File: src/rtl/srof_pkg.sv
// ----------------------------------------------------------------------------
// srof_pkg
// Shared types and constants of the SNTP reply offset filter.
// ----------------------------------------------------------------------------
package srof_pkg;

  // Action codes of an input item
  typedef enum logic [1:0] {
    ACT_START = 2'd0,
    ACT_REPLY = 2'd1,
    ACT_MISS  = 2'd2,
    ACT_NONE  = 2'd3
  } action_e;

  // Reject reasons, first failing check wins
  typedef enum logic [2:0] {
    RS_NONE     = 3'd0,
    RS_LENGTH   = 3'd1,
    RS_COOKIE   = 3'd2,
    RS_VERSION  = 3'd3,
    RS_MODE     = 3'd4,
    RS_STRATUM  = 3'd5,
    RS_ZERO_TX  = 3'd6,
    RS_NO_REPLY = 3'd7
  } reason_e;

  typedef enum logic [2:0] {
    VD_STARTED      = 3'd0,
    VD_ACCEPTED     = 3'd1,
    VD_REJECTED     = 3'd2,
    VD_FAIL_REJECTS = 3'd3,
    VD_FAIL_INCONS  = 3'd4,
    VD_GOAL_MET     = 3'd5,
    VD_LIMIT        = 3'd6,
    VD_IGNORED      = 3'd7
  } verdict_e;

  typedef enum logic [1:0] {
    CFG_MAX_QUERIES   = 2'd0,
    CFG_ERROR_GOAL    = 2'd1,
    CFG_INITIAL_ERROR = 2'd2
  } cfg_index_e;

  localparam int unsigned CfgIdxW  = 2;
  localparam int unsigned CfgDataW = 48;

  localparam logic [7:0]  MIN_LEN     = 8'd48;
  localparam logic [7:0]  MAX_LEN     = 8'd68;
  localparam logic [7:0]  MAX_STRATUM = 8'd14;
  localparam logic [2:0]  SERVER_MODE = 3'd4;
  localparam logic [2:0]  MIN_VERSION = 3'd1;
  localparam logic [2:0]  MAX_VERSION = 3'd4;
  localparam logic [1:0]  LEAP_ALARM  = 2'd3;

  localparam logic [7:0]  MAX_QUERIES_RST   = 8'd25;
  localparam logic [39:0] ERROR_GOAL_RST    = 40'd429496730;
  localparam logic [47:0] INITIAL_ERROR_RST = 48'd15461882265600;

  localparam logic [63:0] OFFSET_MAX = 64'h7FFF_FFFF_FFFF_FFFF;
  localparam logic [63:0] OFFSET_MIN = 64'h8000_0000_0000_0000;

  typedef struct packed {
    logic [1:0]  action;
    logic [7:0]  packet_length;
    logic [7:0]  header_byte;
    logic [7:0]  stratum;
    logic [63:0] echoed_cookie;
    logic [63:0] sent_cookie;
    logic [63:0] server_receive_time;
    logic [63:0] server_transmit_time;
    logic [63:0] local_send_time;
    logic [63:0] local_arrival_time;
  } in_item_t;

  typedef struct packed {
    logic [2:0]         verdict;
    logic [2:0]         reject_reason;
    logic signed [63:0] sample_offset;
    logic [63:0]        sample_error;
    logic signed [63:0] best_offset_out;
    logic [63:0]        best_error_out;
    logic [7:0]         accepted_out;
    logic               alarm_first;
  } out_item_t;

  // Classified item handed from the front end to the session back end
  typedef struct packed {
    action_e     action;
    reason_e     reason;
    logic        leap_alarm;
    logic [63:0] sample_offset;
    logic [63:0] sample_error;
  } work_t;

  typedef struct packed {
    logic                valid;
    logic [CfgIdxW-1:0]  index;
    logic [CfgDataW-1:0] data;
  } cfg_wr_t;

endpackage

File: src/rtl/sntp_reply_offset_filter.sv
// ----------------------------------------------------------------------------
// sntp_reply_offset_filter
// SNTP reply checker and clock offset filter with best-estimate tracking.
// ----------------------------------------------------------------------------
// Push one item per session event (start, reply, no reply) and pop one result
// per item, in order. A front pipeline of three register stages checks the
// reply header and computes the sample offset ((T2-T1)+(T3-T4))/2 and error
// max(|(T2-T1)-(T3-T4)|, |T4-T1|/2) in 32.32 fixed point; it takes a new item
// every cycle unless the queue behind it is full. A queue of MID_DEPTH
// entries decouples it from the session back end, which compares each
// sample to the stored best estimate and commits the session state in an
// evaluate state followed by a commit state. The back end takes no new item
// until it has committed the previous one, because of the read-modify-write
// of the best estimate. Results wait in a queue of OUT_DEPTH entries, so the
// input side keeps accepting while the consumer stalls, until both queues
// fill. The configuration channel is always ready; write it only while no
// item is in flight.
module sntp_reply_offset_filter #(
  parameter int unsigned MID_DEPTH = 4,
  parameter int unsigned OUT_DEPTH = 2
) (
  input  logic                              clk_i,
  input  logic                              rst_ni,
  // input queue side
  input  srof_pkg::in_item_t                in_item_i,
  input  logic                              push,
  output logic                              full,
  // result queue side
  output srof_pkg::out_item_t               out_item_o,
  output logic                              empty,
  input  logic                              pop,
  // configuration write channel
  input  logic                              valid,
  output logic                              ready,
  input  logic [srof_pkg::CfgIdxW-1:0]      cfg_index_i,
  input  logic [srof_pkg::CfgDataW-1:0]     cfg_data_i
);
  import srof_pkg::*;

  work_t     fe_work, be_work;
  logic      fe_push, mid_full, mid_empty, be_pop;
  out_item_t be_res;
  logic      res_push, res_full;
  cfg_wr_t   cfg_wr;

  // Config writes go straight into registers, so never hold the channel off.
  assign ready = 1'b1;

  always_comb begin
    cfg_wr.valid = valid && ready;
    cfg_wr.index = cfg_index_i;
    cfg_wr.data  = cfg_data_i;
  end

  srof_front u_front (
    .clk_i       (clk_i),
    .rst_ni      (rst_ni),
    .item_i      (in_item_i),
    .push_i      (push),
    .full_o      (full),
    .work_o      (fe_work),
    .work_push_o (fe_push),
    .work_full_i (mid_full)
  );

  // Classified items between front and back end
  srof_fifo #(
    .WIDTH ($bits(work_t)),
    .DEPTH (MID_DEPTH)
  ) u_mid_q (
    .clk_i   (clk_i),
    .rst_ni  (rst_ni),
    .push_i  (fe_push),
    .wdata_i (fe_work),
    .full_o  (mid_full),
    .pop_i   (be_pop),
    .rdata_o (be_work),
    .empty_o (mid_empty)
  );

  srof_back u_back (
    .clk_i        (clk_i),
    .rst_ni       (rst_ni),
    .cfg_i        (cfg_wr),
    .work_i       (be_work),
    .work_empty_i (mid_empty),
    .work_pop_o   (be_pop),
    .res_o        (be_res),
    .res_push_o   (res_push),
    .res_full_i   (res_full)
  );

  // Finished results; the head entry drives the result ports
  srof_fifo #(
    .WIDTH ($bits(out_item_t)),
    .DEPTH (OUT_DEPTH)
  ) u_out_q (
    .clk_i   (clk_i),
    .rst_ni  (rst_ni),
    .push_i  (res_push),
    .wdata_i (be_res),
    .full_o  (res_full),
    .pop_i   (pop),
    .rdata_o (out_item_o),
    .empty_o (empty)
  );

endmodule

File: src/rtl/srof_fifo.sv
// ----------------------------------------------------------------------------
// srof_fifo
// Small register queue with push/full and pop/empty sides.
// ----------------------------------------------------------------------------
module srof_fifo #(
  parameter int unsigned WIDTH = 8,
  parameter int unsigned DEPTH = 4
) (
  input  logic             clk_i,
  input  logic             rst_ni,
  input  logic             push_i,
  input  logic [WIDTH-1:0] wdata_i,
  output logic             full_o,
  input  logic             pop_i,
  output logic [WIDTH-1:0] rdata_o,
  output logic             empty_o
);

  localparam int unsigned PtrW = (DEPTH > 1) ? $clog2(DEPTH) : 1;
  localparam int unsigned CntW = $clog2(DEPTH + 1);

  logic [WIDTH-1:0] mem_q [DEPTH];
  logic [PtrW-1:0]  wr_ptr_q, wr_ptr_d, rd_ptr_q, rd_ptr_d;
  logic [CntW-1:0]  cnt_q, cnt_d;
  logic             do_push, do_pop;

  assign full_o  = (cnt_q == CntW'(DEPTH));
  assign empty_o = (cnt_q == '0);
  assign do_push = push_i && !full_o;
  assign do_pop  = pop_i && !empty_o;
  assign rdata_o = mem_q[rd_ptr_q];

  always_comb begin
    wr_ptr_d = wr_ptr_q;
    rd_ptr_d = rd_ptr_q;
    cnt_d    = cnt_q;
    if (do_push) begin
      wr_ptr_d = (wr_ptr_q == PtrW'(DEPTH - 1)) ? '0 : wr_ptr_q + 1'b1;
    end
    if (do_pop) begin
      rd_ptr_d = (rd_ptr_q == PtrW'(DEPTH - 1)) ? '0 : rd_ptr_q + 1'b1;
    end
    if (do_push && !do_pop) begin
      cnt_d = cnt_q + 1'b1;
    end else if (!do_push && do_pop) begin
      cnt_d = cnt_q - 1'b1;
    end
  end

  always_ff @(posedge clk_i or negedge rst_ni) begin
    if (!rst_ni) begin
      wr_ptr_q <= '0;
      rd_ptr_q <= '0;
      cnt_q    <= '0;
    end else begin
      wr_ptr_q <= wr_ptr_d;
      rd_ptr_q <= rd_ptr_d;
      cnt_q    <= cnt_d;
    end
  end

  always_ff @(posedge clk_i) begin
    if (do_push) begin
      mem_q[wr_ptr_q] <= wdata_i;
    end
  end

  a_cnt_bound: assert property (@(posedge clk_i) disable iff (!rst_ni)
    cnt_q <= CntW'(DEPTH))
    else $error("queue count beyond depth");

  a_push_grows: assert property (@(posedge clk_i) disable iff (!rst_ni)
    (do_push && !do_pop) |=> (cnt_q == $past(cnt_q) + 1'b1))
    else $error("push without pop did not grow the queue");

  a_ptr_gap: assert property (@(posedge clk_i) disable iff (!rst_ni)
    (empty_o || full_o) |-> (wr_ptr_q == rd_ptr_q))
    else $error("pointers disagree with count");

endmodule

File: src/rtl/srof_front.sv
// ----------------------------------------------------------------------------
// srof_front
// Accept items, run the reply checks and compute the sample offset and
// error bound in a three-stage pipeline.
// ----------------------------------------------------------------------------
module srof_front (
  input  logic              clk_i,
  input  logic              rst_ni,
  input  srof_pkg::in_item_t item_i,
  input  logic              push_i,
  output logic              full_o,
  output srof_pkg::work_t   work_o,
  output logic              work_push_o,
  input  logic              work_full_i
);
  import srof_pkg::*;

  logic        adv, accept;
  reason_e     rsn_d;
  logic [2:0]  ver;

  // stage 1: partial sums
  logic        v1_q;
  action_e     act1_q;
  reason_e     rsn1_q;
  logic        leap1_q;
  logic [64:0] s1_q, s2_q, e1_q, e2_q, dt1_q;

  // stage 2: full differences
  logic        v2_q;
  action_e     act2_q;
  reason_e     rsn2_q;
  logic        leap2_q;
  logic [65:0] doff2_q, derr2_q;
  logic [63:0] hdt2_q;
  logic [64:0] absdt;

  // stage 3: rounded and saturated
  logic        v3_q;
  action_e     act3_q;
  reason_e     rsn3_q;
  logic        leap3_q;
  logic [63:0] off3_q, aerr3_q, hdt3_q;
  logic [64:0] half_off;
  logic [63:0] off_sat;
  logic [65:0] aabs;
  logic [63:0] aerr_sat;

  assign adv    = !v3_q || !work_full_i;
  assign full_o = !adv;
  assign accept = push_i && adv;
  assign ver    = item_i.header_byte[5:3];

  always_comb begin
    if (action_e'(item_i.action) == ACT_MISS) begin
      rsn_d = RS_NO_REPLY;
    end else if (!(item_i.packet_length inside {[MIN_LEN:MAX_LEN]})) begin
      rsn_d = RS_LENGTH;
    end else if (item_i.echoed_cookie != item_i.sent_cookie) begin
      rsn_d = RS_COOKIE;
    end else if (!(ver inside {[MIN_VERSION:MAX_VERSION]})) begin
      rsn_d = RS_VERSION;
    end else if (item_i.header_byte[2:0] != SERVER_MODE) begin
      rsn_d = RS_MODE;
    end else if (item_i.stratum > MAX_STRATUM) begin
      rsn_d = RS_STRATUM;
    end else if (item_i.server_transmit_time == '0) begin
      rsn_d = RS_ZERO_TX;
    end else begin
      rsn_d = RS_NONE;
    end
  end

  assign absdt = dt1_q[64] ? (65'd0 - dt1_q) : dt1_q;

  always_comb begin
    // floor halving keeps the sign bit
    half_off = doff2_q[65:1];
    if (half_off[64] == half_off[63]) begin
      off_sat = half_off[63:0];
    end else if (!half_off[64]) begin
      off_sat = OFFSET_MAX;
    end else begin
      off_sat = OFFSET_MIN;
    end
    aabs     = derr2_q[65] ? (66'd0 - derr2_q) : derr2_q;
    aerr_sat = (aabs[65:64] != 2'b00) ? '1 : aabs[63:0];
  end

  always_ff @(posedge clk_i or negedge rst_ni) begin
    if (!rst_ni) begin
      v1_q <= 1'b0;
      v2_q <= 1'b0;
      v3_q <= 1'b0;
    end else if (adv) begin
      v1_q <= accept;
      v2_q <= v1_q;
      v3_q <= v2_q;
    end
  end

  always_ff @(posedge clk_i) begin
    if (adv) begin
      act1_q  <= action_e'(item_i.action);
      rsn1_q  <= rsn_d;
      leap1_q <= (item_i.header_byte[7:6] == LEAP_ALARM);
      s1_q    <= {1'b0, item_i.server_receive_time} + {1'b0, item_i.server_transmit_time};
      s2_q    <= {1'b0, item_i.local_send_time} + {1'b0, item_i.local_arrival_time};
      e1_q    <= {1'b0, item_i.server_receive_time} + {1'b0, item_i.local_arrival_time};
      e2_q    <= {1'b0, item_i.local_send_time} + {1'b0, item_i.server_transmit_time};
      dt1_q   <= {1'b0, item_i.local_arrival_time} - {1'b0, item_i.local_send_time};

      act2_q  <= act1_q;
      rsn2_q  <= rsn1_q;
      leap2_q <= leap1_q;
      doff2_q <= {1'b0, s1_q} - {1'b0, s2_q};
      derr2_q <= {1'b0, e1_q} - {1'b0, e2_q};
      hdt2_q  <= absdt[64:1];

      act3_q  <= act2_q;
      rsn3_q  <= rsn2_q;
      leap3_q <= leap2_q;
      off3_q  <= off_sat;
      aerr3_q <= aerr_sat;
      hdt3_q  <= hdt2_q;
    end
  end

  always_comb begin
    work_o.action        = act3_q;
    work_o.reason        = rsn3_q;
    work_o.leap_alarm    = leap3_q;
    work_o.sample_offset = off3_q;
    work_o.sample_error  = (hdt3_q > aerr3_q) ? hdt3_q : aerr3_q;
  end

  assign work_push_o = v3_q && !work_full_i;

endmodule

File: src/rtl/srof_back.sv
// ----------------------------------------------------------------------------
// srof_back
// Session state: counts, best estimate, end conditions and config registers.
// ----------------------------------------------------------------------------
module srof_back (
  input  logic                clk_i,
  input  logic                rst_ni,
  input  srof_pkg::cfg_wr_t   cfg_i,
  input  srof_pkg::work_t     work_i,
  input  logic                work_empty_i,
  output logic                work_pop_o,
  output srof_pkg::out_item_t res_o,
  output logic                res_push_o,
  input  logic                res_full_i
);
  import srof_pkg::*;

  typedef enum logic [1:0] {
    BK_IDLE   = 2'b01,
    BK_COMMIT = 2'b10
  } bk_state_e;

  bk_state_e   state_q, state_d;
  logic        go;

  logic [7:0]  max_q;
  logic [39:0] goal_q;
  logic [47:0] init_err_q;

  logic [7:0]  acc_q, acc_d;
  logic [8:0]  rej_q, rej_d;
  logic [63:0] boff_q, boff_d, berr_q, berr_d;
  logic        over_q, over_d, alarm_q, alarm_d;

  // evaluation registers
  work_t       wk_q;
  logic [63:0] a_q;
  logic [64:0] b_q;
  logic        lt_q, sgoal_q, bgoal_q;
  logic [64:0] d1, d2;

  logic [7:0]  acc_inc;
  logic [8:0]  rej_inc;
  logic        bad, goal_hit;

  assign go         = (state_q == BK_IDLE) && !work_empty_i && !res_full_i;
  assign work_pop_o = go;
  assign res_push_o = (state_q == BK_COMMIT);

  assign d1 = {work_i.sample_offset[63], work_i.sample_offset} - {boff_q[63], boff_q};
  assign d2 = {boff_q[63], boff_q} - {work_i.sample_offset[63], work_i.sample_offset};

  always_comb begin
    state_d = state_q;
    case (state_q)
      BK_IDLE:   if (go) state_d = BK_COMMIT;
      BK_COMMIT: state_d = BK_IDLE;
      default:   state_d = BK_IDLE;
    endcase
  end

  assign acc_inc  = acc_q + 1'b1;
  assign rej_inc  = rej_q + 1'b1;
  assign bad      = (acc_q != '0) && !b_q[64] && (a_q > b_q[63:0]);
  assign goal_hit = lt_q ? sgoal_q : bgoal_q;

  always_comb begin
    acc_d   = acc_q;
    rej_d   = rej_q;
    boff_d  = boff_q;
    berr_d  = berr_q;
    over_d  = over_q;
    alarm_d = alarm_q;
    res_o   = '0;
    res_o.verdict       = VD_IGNORED;
    res_o.reject_reason = RS_NONE;
    if (wk_q.action == ACT_START) begin
      acc_d  = '0;
      rej_d  = '0;
      boff_d = '0;
      berr_d = {16'd0, init_err_q};
      over_d = 1'b0;
      res_o.verdict = VD_STARTED;
    end else if (wk_q.action != ACT_NONE && !over_q) begin
      if (wk_q.reason != RS_NONE) begin
        rej_d = rej_inc;
        res_o.reject_reason = wk_q.reason;
        if (rej_inc > {1'b0, max_q}) begin
          res_o.verdict = VD_FAIL_REJECTS;
          over_d = 1'b1;
        end else begin
          res_o.verdict = VD_REJECTED;
        end
      end else begin
        acc_d = acc_inc;
        res_o.sample_offset = wk_q.sample_offset;
        res_o.sample_error  = wk_q.sample_error;
        // flag the alarm leap indicator once per reset
        if (wk_q.leap_alarm && !alarm_q) begin
          alarm_d = 1'b1;
          res_o.alarm_first = 1'b1;
        end
        if (lt_q) begin
          boff_d = wk_q.sample_offset;
          berr_d = wk_q.sample_error;
        end
        if (bad) begin
          res_o.verdict = VD_FAIL_INCONS;
          over_d = 1'b1;
        end else if (goal_hit) begin
          res_o.verdict = VD_GOAL_MET;
          over_d = 1'b1;
        end else if (acc_inc >= max_q) begin
          res_o.verdict = VD_LIMIT;
          over_d = 1'b1;
        end else begin
          res_o.verdict = VD_ACCEPTED;
        end
      end
    end
    res_o.best_offset_out = boff_d;
    res_o.best_error_out  = berr_d;
    res_o.accepted_out    = acc_d;
  end

  always_ff @(posedge clk_i or negedge rst_ni) begin
    if (!rst_ni) begin
      state_q    <= BK_IDLE;
      max_q      <= MAX_QUERIES_RST;
      goal_q     <= ERROR_GOAL_RST;
      init_err_q <= INITIAL_ERROR_RST;
      acc_q      <= '0;
      rej_q      <= '0;
      boff_q     <= '0;
      berr_q     <= {16'd0, INITIAL_ERROR_RST};
      over_q     <= 1'b1;
      alarm_q    <= 1'b0;
    end else begin
      state_q <= state_d;
      if (cfg_i.valid) begin
        case (cfg_i.index)
          CFG_MAX_QUERIES:   max_q      <= cfg_i.data[7:0];
          CFG_ERROR_GOAL:    goal_q     <= cfg_i.data[39:0];
          CFG_INITIAL_ERROR: init_err_q <= cfg_i.data;
          default:           ;
        endcase
      end
      if (state_q == BK_COMMIT) begin
        acc_q   <= acc_d;
        rej_q   <= rej_d;
        boff_q  <= boff_d;
        berr_q  <= berr_d;
        over_q  <= over_d;
        alarm_q <= alarm_d;
      end
    end
  end

  // evaluate against the current best while the state is stable
  always_ff @(posedge clk_i) begin
    if (go) begin
      wk_q    <= work_i;
      a_q     <= d1[64] ? d2[63:0] : d1[63:0];
      b_q     <= {1'b0, work_i.sample_error} + {1'b0, berr_q};
      lt_q    <= work_i.sample_error < berr_q;
      sgoal_q <= work_i.sample_error <= {24'd0, goal_q};
      bgoal_q <= berr_q <= {24'd0, goal_q};
    end
  end

  a_best_monotonic: assert property (@(posedge clk_i) disable iff (!rst_ni)
    (state_q == BK_COMMIT && wk_q.action != ACT_START) |=> (berr_q <= $past(berr_q)))
    else $error("best error grew inside a session");

  a_end_latches: assert property (@(posedge clk_i) disable iff (!rst_ni)
    (res_push_o && (res_o.verdict == VD_FAIL_REJECTS || res_o.verdict == VD_FAIL_INCONS ||
                    res_o.verdict == VD_GOAL_MET || res_o.verdict == VD_LIMIT))
    |=> over_q)
    else $error("session end verdict without session over");

  a_room_reserved: assert property (@(posedge clk_i) disable iff (!rst_ni)
    (state_q == BK_COMMIT) |-> !res_full_i)
    else $error("result queue full at commit");

endmodule
File: config.mk
export PLATFORM = sky130hd
export DESIGN_NAME = sntp_reply_offset_filter
export DESIGN_NICKNAME = d
export VERILOG_FILES = /design/src/rtl/srof_pkg.sv /design/src/rtl/sntp_reply_offset_filter.sv /design/src/rtl/srof_fifo.sv /design/src/rtl/srof_front.sv /design/src/rtl/srof_back.sv
export SDC_FILE = /design/constraint.sdc
export NUM_CORES = 2
export LEC_CHECK = 0
export BUFFER_PORTS_ARGS = -buffer_cell sky130_fd_sc_hd__clkbuf_2
export CAP_MARGIN = 20
export CORE_MARGIN = 4
export CORE_UTILIZATION = 57
export CTS_CLUSTER_SIZE = 40
export DETAILED_ROUTE_END_ITERATION = 6
export PLACE_DENSITY = 0.75
export SLEW_MARGIN = 10
export SYNTH_ARGS = -nofsm -noshare
export SYNTH_HDL_FRONTEND = slang
export SYNTH_SLANG_ARGS = --single-unit
File: constraint.sdc
create_clock -name clk_i -period 62.5 [get_ports clk_i]
set_clock_uncertainty 0.1 [all_clocks]
set_input_delay 3.125 -clock clk_i [delete_from_list [all_inputs] [get_ports clk_i]]
set_output_delay 3.125 -clock clk_i [all_outputs]
set_load 0.05 [all_outputs]
; Word level (Yosys, flattened, before mapping)
; Memories as Yosys holds them, arrays and structs flattened.
; Cells that the tools add are included.
[word_totals]
ram_bits = 1078
elab_cells = 220
n_memories = 2
register_bits = 1256
input_bits = 465
[op_classes]
reduce_logical = 52
magnitude_cmp = 12
n_mux = 62
n_eq_ne = 16
n_bitwise = 3
n_addsub = 22
[memory_table]
columns = memory, depth, word_bits, read_ports, rd_ports_with_merged_regs, write_ports, line_no
row1 = u_out_q.mem_q, 2, 271, 1, 0, 1, srof_fifo.sv:22  ; logic [WIDTH-1:0] mem_q [DEPTH];
row2 = u_mid_q.mem_q, 4, 134, 1, 0, 1, srof_fifo.sv:22
[ops]
columns = operator, n
row1 = 2-to-1 mux 64 bit, 13
row2 = adder 64 x 64 -> 65 bit, 5
row3 = 2-to-1 mux 134 bit, 1
row4 = subtractor 65 x 65 -> 66 bit, 2
row5 = 2-to-1 mux 131 bit, 1
row6 = subtractor 64 x 64 -> 65 bit, 2
row7 = greater-than comparator 64 bit, 2
row8 = less-or-equal comparator 64 x 40 -> 1 bit, 2
row9 = 2-to-1 mux 128 bit, 1
row10 = 2-to-1 mux 66 bit, 1
row11 = subtractor 1 x 66 -> 66 bit (first input constant), 1
row12 = subtractor 1 x 65 -> 65 bit (first input constant), 1
row13 = zero test 64 bit, 1
row14 = less-than comparator 64 bit, 1
row15 = != test 64 bit, 1
row16 = subtractor 64 bit, 1
row17 = 2-to-1 mux 3 bit, 14
row18 = 2-to-1 mux 9 bit, 3
row19 = 2-to-1 mux 8 bit, 3
row20 = 2-to-1 mux 1 bit, 19
row21 = logical AND 1 bit, 18
row22 = == test 2 bit (second input constant), 7
row23 = zero test 1 bit, 13
row24 = 2-to-1 mux 2 bit, 6
row25 = other kinds (33), 48

; Longest topological paths before layout
[depth]
word_depth = 8
depth_mapped = 22
mapped_depth_nobuf = 16

; Cells and area by module
; Synthesis repeated with hierarchy kept, for this count alone.
[unflattened]
cells_unflattened = 11529
hier_area_um2 = 133449.2
[modules_own_cells]
columns = module, seq_area_each_um2, area_per_inst_um2, cells_each, n_inst
row1 = srof_front, 21966.1, 55286.8, 5728, 1
row2 = srof_back, 14153.6, 38364.3, 4200, 1
row3 = srof_fifo at u_out_q, 16375.7, 20058.0, 862, 1
row4 = srof_fifo at u_mid_q, 16270.6, 19728.9, 737, 1
row5 = sntp_reply_offset_filter, 0.0, 11.3, 2, 1

; Least setup slack after synthesis
; No wires, ideal clock.
[synth_timing]
path_kind = register to register
startpoint = register u_out_q.cnt_q[1]
endpoint = register u_mid_q.rd_ptr_q[0]
path_stages_with_launch = 4
path_buffers = 0
setup_slack_ns = 31.115
required_ns = 62.216
setup_ns = 0.184
arrival_ns = 31.101
synth_period_minus_slack_ns = 31.385
path_cell_list = dfrtp_1 nor2b_1 nor4b_1 mux2_2
[synth_via]
elab_chain_len = 4
[synth_rtl]
columns = item, line_no
row1 = from (decl), srof_fifo.sv:24  ; logic [CntW-1:0] cnt_q, cnt_d;
row2 = from (signal assigned), srof_fifo.sv:58  ; cnt_q <= cnt_d;
row3 = == test 2 bit, srof_fifo.sv:27  ; assign full_o = (cnt_q == CntW'(DEPTH));
row4 = zero test 1 bit, srof_back.sv:46  ; assign go = (state_q == BK_IDLE) && !work_empty_i && !res_full_i;
row5 = logical AND 1 bit, srof_back.sv:46
row6 = named net be_pop, sntp_reply_offset_filter.sv:41  ; logic fe_push, mid_full, mid_empty, be_pop;
row7 = logical AND 1 bit, srof_fifo.sv:30  ; assign do_pop = pop_i && !empty_o;
row8 = to (signal assigned), srof_fifo.sv:57  ; rd_ptr_q <= rd_ptr_d;
row9 = to (decl), srof_fifo.sv:23  ; logic [PtrW-1:0] wr_ptr_q, wr_ptr_d, rd_ptr_q, rd_ptr_d;
; The timed path passes the listed nets, and every way through them passes these cells.
; A chain may end at the register's enable or synchronous reset.

==> out/metrics.cfg <==
[detailed_routing]
met2_length_mm = 173
first_pass_iters = 7
routedWlPerCell_um = 25.3
met1_length_mm = 161
routed.top_layer = met5
vias = 93400
antenna_left = 0
route.met3.wl_mm = 30.2
drc = 1
post_drt_via_cell_ratio = 6.24
wl_mm = 379
drt_iter0_drc = 10500

[cells_and_area]
multi_input_area_mm2 = 0.0573
seqCellArea_mm2 = 0.0688
nets = 13200
nFillCells = 17200
final_util_pct = 63.9
syn_to_final_growth_pct = 11.3
final_cells = 15000
drive_gt1_share_pct = 15.5

[critical_path]
crit_chain = buf_4 > buf_4 > mux4_2 > inv_1 > ha_1 > a21oi_1 > o21bai_1 > a21oi_1 > o31ai_1 > or3b_2 > o21ai_0 > a31oi_1 > a211oi_4 > buf_4 > nand3_1 > a21boi_0 > a21oi_1 > xnor2_1
end_kind = register
critPathLaunchType = register
path_max_fanout = 52
required_ns = 63.02
crit_path_top_delay_cell = dfrtp_4
max_stage_delay_ns = 0.81
critPathKind = register to register
arrival_ns = 8.13
rr_worst_depth = 18

[floorplanning]
coreArea_mm2 = 0.228
rows = 175
die_area_mm2 = 0.237
ios = 739
die_height_um = 487
initial_core_util_pct = 57.4
die_w_um = 487

[worst_hold_path]
hold_path_depth = 0
hp-class = register to register

[clocking]
clk_pin_slew_worst_paths_ns = 0.06
clkSinkCount = 2332
cts-buffers-inserted = 232
clock_latency_ns = 0.89
htree_levels = 4
cts_tree = built
cts_resized = 0
cts_buffer_depth = 3
ctsHoldBuffers = 0
post-cts-setup-buffers = 0
cts_root_buffer = clkbuf_16

[synth]
synthFlopType = edfxtp_1
ys_top_cells_by_area = edfxtp_1 48%, ha_1 9.2%, dfrtp_1 4.4%
ys_warn_count = 0
synth_top_area_cell = edfxtp_1
syn-num-nets = 12600
synth-seq-area-share_pct = 52.6
ys_types = 97
synth_top_area_share_pct = 47.6
syn_area_mm2 = 0.131
synth_cells = 11100
postSynth.asyncResetShare_pct = 11.1
synth_seq_cells = 2332
syn_area_per_cell_um2 = 11.7
synth_edf_count = 2073

[global_route]
grt_util_all_layers_pct = 31.3
antenna_found_initial = 11
grt-ovfl-total = 0
grt_pass1_vias = 91300
grt_pass1_wl_mm = 563
grt_max_degree = 156

[pwr]
power.density_mw_per_mm2 = 56.8
power_leakage_nw = 60.2
max-vdd-ir-drop_uv = 63.0
power_w = 0.00826

[sta]
setup_tns_ns = 0
hold_violations = 0
fin_crit_sh_pct = 12.2
setup_viol = 0
min_period_ns = 7.61
fmax_mhz = 131
slew_violations = 0
worst_pin_slew_ns = 1.09
maxSlewHeadroom_pct = 27.5
worst_slack_ns = 54.89
rsz0062_at_grt = no

[status]
violations = DRC
outcome = finished, violations left

[place]
gp_congestion = 1.04
dp_hpwl_mm = 290
dpl.cell_count = 14500
io_buffers = 737
dp_slack_ns = 54.42

[run]
drv_cap = 0

worst paths after layout:
| kind | startpoint | end | slack, ns |
|---|---|---|---|
| worst max-delay path | u_mid_q.rd_ptr_q[0] | u_back.a_q[16] | 54.89 |
| worst min-delay path | u_front.hdt2_q[42] | u_front.hdt3_q[42] | 0.32 |
| worst max register to register | u_mid_q.rd_ptr_q[0] | u_back.a_q[16] | 54.89 |
| worst min register to register | u_front.hdt2_q[42] | u_front.hdt3_q[42] | 0.32 |
| max in group asynchronous | rst_ni | u_out_q.rd_ptr_q | 57.20 |
| min in group asynchronous | rst_ni | u_back.init_err_q[8] | 2.12 |
worst max-delay path, delay by kind of cell, from the launching register on:
kind                     cells  cell delay (ns)
adder cells (fa/ha/maj)      1             0.40
multiplexers                 1             0.73
AND/OR/NAND/NOR              2             0.60
flip-flops                   1             0.81
AO/OA/AOI/OAI                9             2.36
buffers and inverters        4             2.07
XOR/XNOR                     1             0.09
layer usage:
metal	up-vias	global-route usage (%)
met2	4426	49.3
met1	45800	44.5
met3	634	4.38
li1	42500	-
met4	4	11.4
met5	-	0
cell usage after synthesis (242+ instances only):
cell      instances
a21o_1          445
a21oi_1         819
clkbuf_1        389
edfxtp_1       2073
ha_1            958
inv_1           818
mux2_2          431
nand2_1         675
nor2_1          577
o21ai_0         588
xnor2_1         503
xor2_1          242
cell type report:
type | instances | share of cell area (%)
Sequential cell | 2332 | 47.3
Multi-Input combinational cell | 7548 | 39.4
Clock buffer | 295 | 4.28
Timing Repair Buffer | 813 | 2.98
Tap cell | 3009 | 2.59
Inverter | 820 | 2.12
Clock inverter | 149 | 1.35
Antenna cell | 4 | 0.00688
sequential cells by signal (all words and copies together) (netlist names), 8 cells and up:
name               cells
u_back.a_q            64
u_back.acc_q           8
u_back.b_q            65
u_back.berr_q         64
u_back.boff_q         64
u_back.goal_q         40
u_back.init_err_q     48
u_back.max_q           8
u_back.rej_q           9
u_back.wk_q          134
u_front.aerr3_q       64
u_front.derr2_q       66
u_front.doff2_q       65
u_front.dt1_q         64
u_front.e1_q          65
u_front.e2_q          65
u_front.hdt2_q        64
u_front.hdt3_q        64
u_front.off3_q        64
u_front.s1_q          65
u_front.s2_q          65
u_mid_q.mem_q        536
u_out_q.mem_q        542
stage by stage:
stage,instance area (um2),hold slack [ns]
after detailed placement,137000,0.305
after floorplan,131000,0.300
after global placement,137000,0.302
after global routing,145000,0.321
after CTS,145000,0.319
final,145000,0.317
logic make-up (layout without fill, tap and decap cells):
kind of cell / count (synthesis) / after routing / share of synthesized area [%]
other: 1 / 5 / 0.00287
adder cells (fa/ha/maj): 972 / 972 / 9.36
buffers and inverters: 1265 / 2077 / 3.68
multiplexers: 706 / 706 / 7.10
flip-flops: 2332 / 2332 / 52.6
AND/OR/NAND/NOR: 2398 / 2398 / 9.04
AO/OA/AOI/OAI: 2726 / 2726 / 13.2
XOR/XNOR: 745 / 745 / 4.99
power breakdown:
part / leakage, nW / switching (W) / internal [W] / total [W]
logic: 32.9 / 0.00254 / 0.00134 / 0.00389
registers: 23.4 / 0.000338 / 0.00256 / 0.00290
clock network: 3.94 / 0.000612 / 0.000867 / 0.00148
total: 60.2 / 0.00349 / 0.00477 / 0.00826
layout by cell type, fill, tap and decap left out, types with 87 or more instances in the layout:
| cell type | Yosys | final |
|---|---|---|
| a21o_1 | 445 | 445 |
| a21oi_1 | 819 | 818 |
| and3_1 | 171 | 171 |
| clkbuf_16 | 0 | 235 |
| clkbuf_2 | 0 | 736 |
| dfrtp_1 | 231 | 228 |
| edfxtp_1 | 2073 | 2073 |
| ha_1 | 958 | 957 |
| inv_1 | 818 | 817 |
| mux2_2 | 431 | 431 |
| mux2i_1 | 141 | 141 |
| mux4_2 | 134 | 134 |
| nand2_1 | 675 | 674 |
| nand2b_1 | 122 | 121 |
| nand3_1 | 120 | 120 |
| nand4_1 | 185 | 185 |
| nor2_1 | 577 | 575 |
| nor2b_1 | 130 | 129 |
| nor3_1 | 123 | 122 |
| nor4_1 | 90 | 87 |
| o21ai_0 | 588 | 588 |
| o21bai_1 | 148 | 148 |
| o31ai_1 | 185 | 185 |
| xnor2_1 | 503 | 503 |
| xor2_1 | 242 | 242 |
No activity file was read; power rests on OpenSTA's default activity.
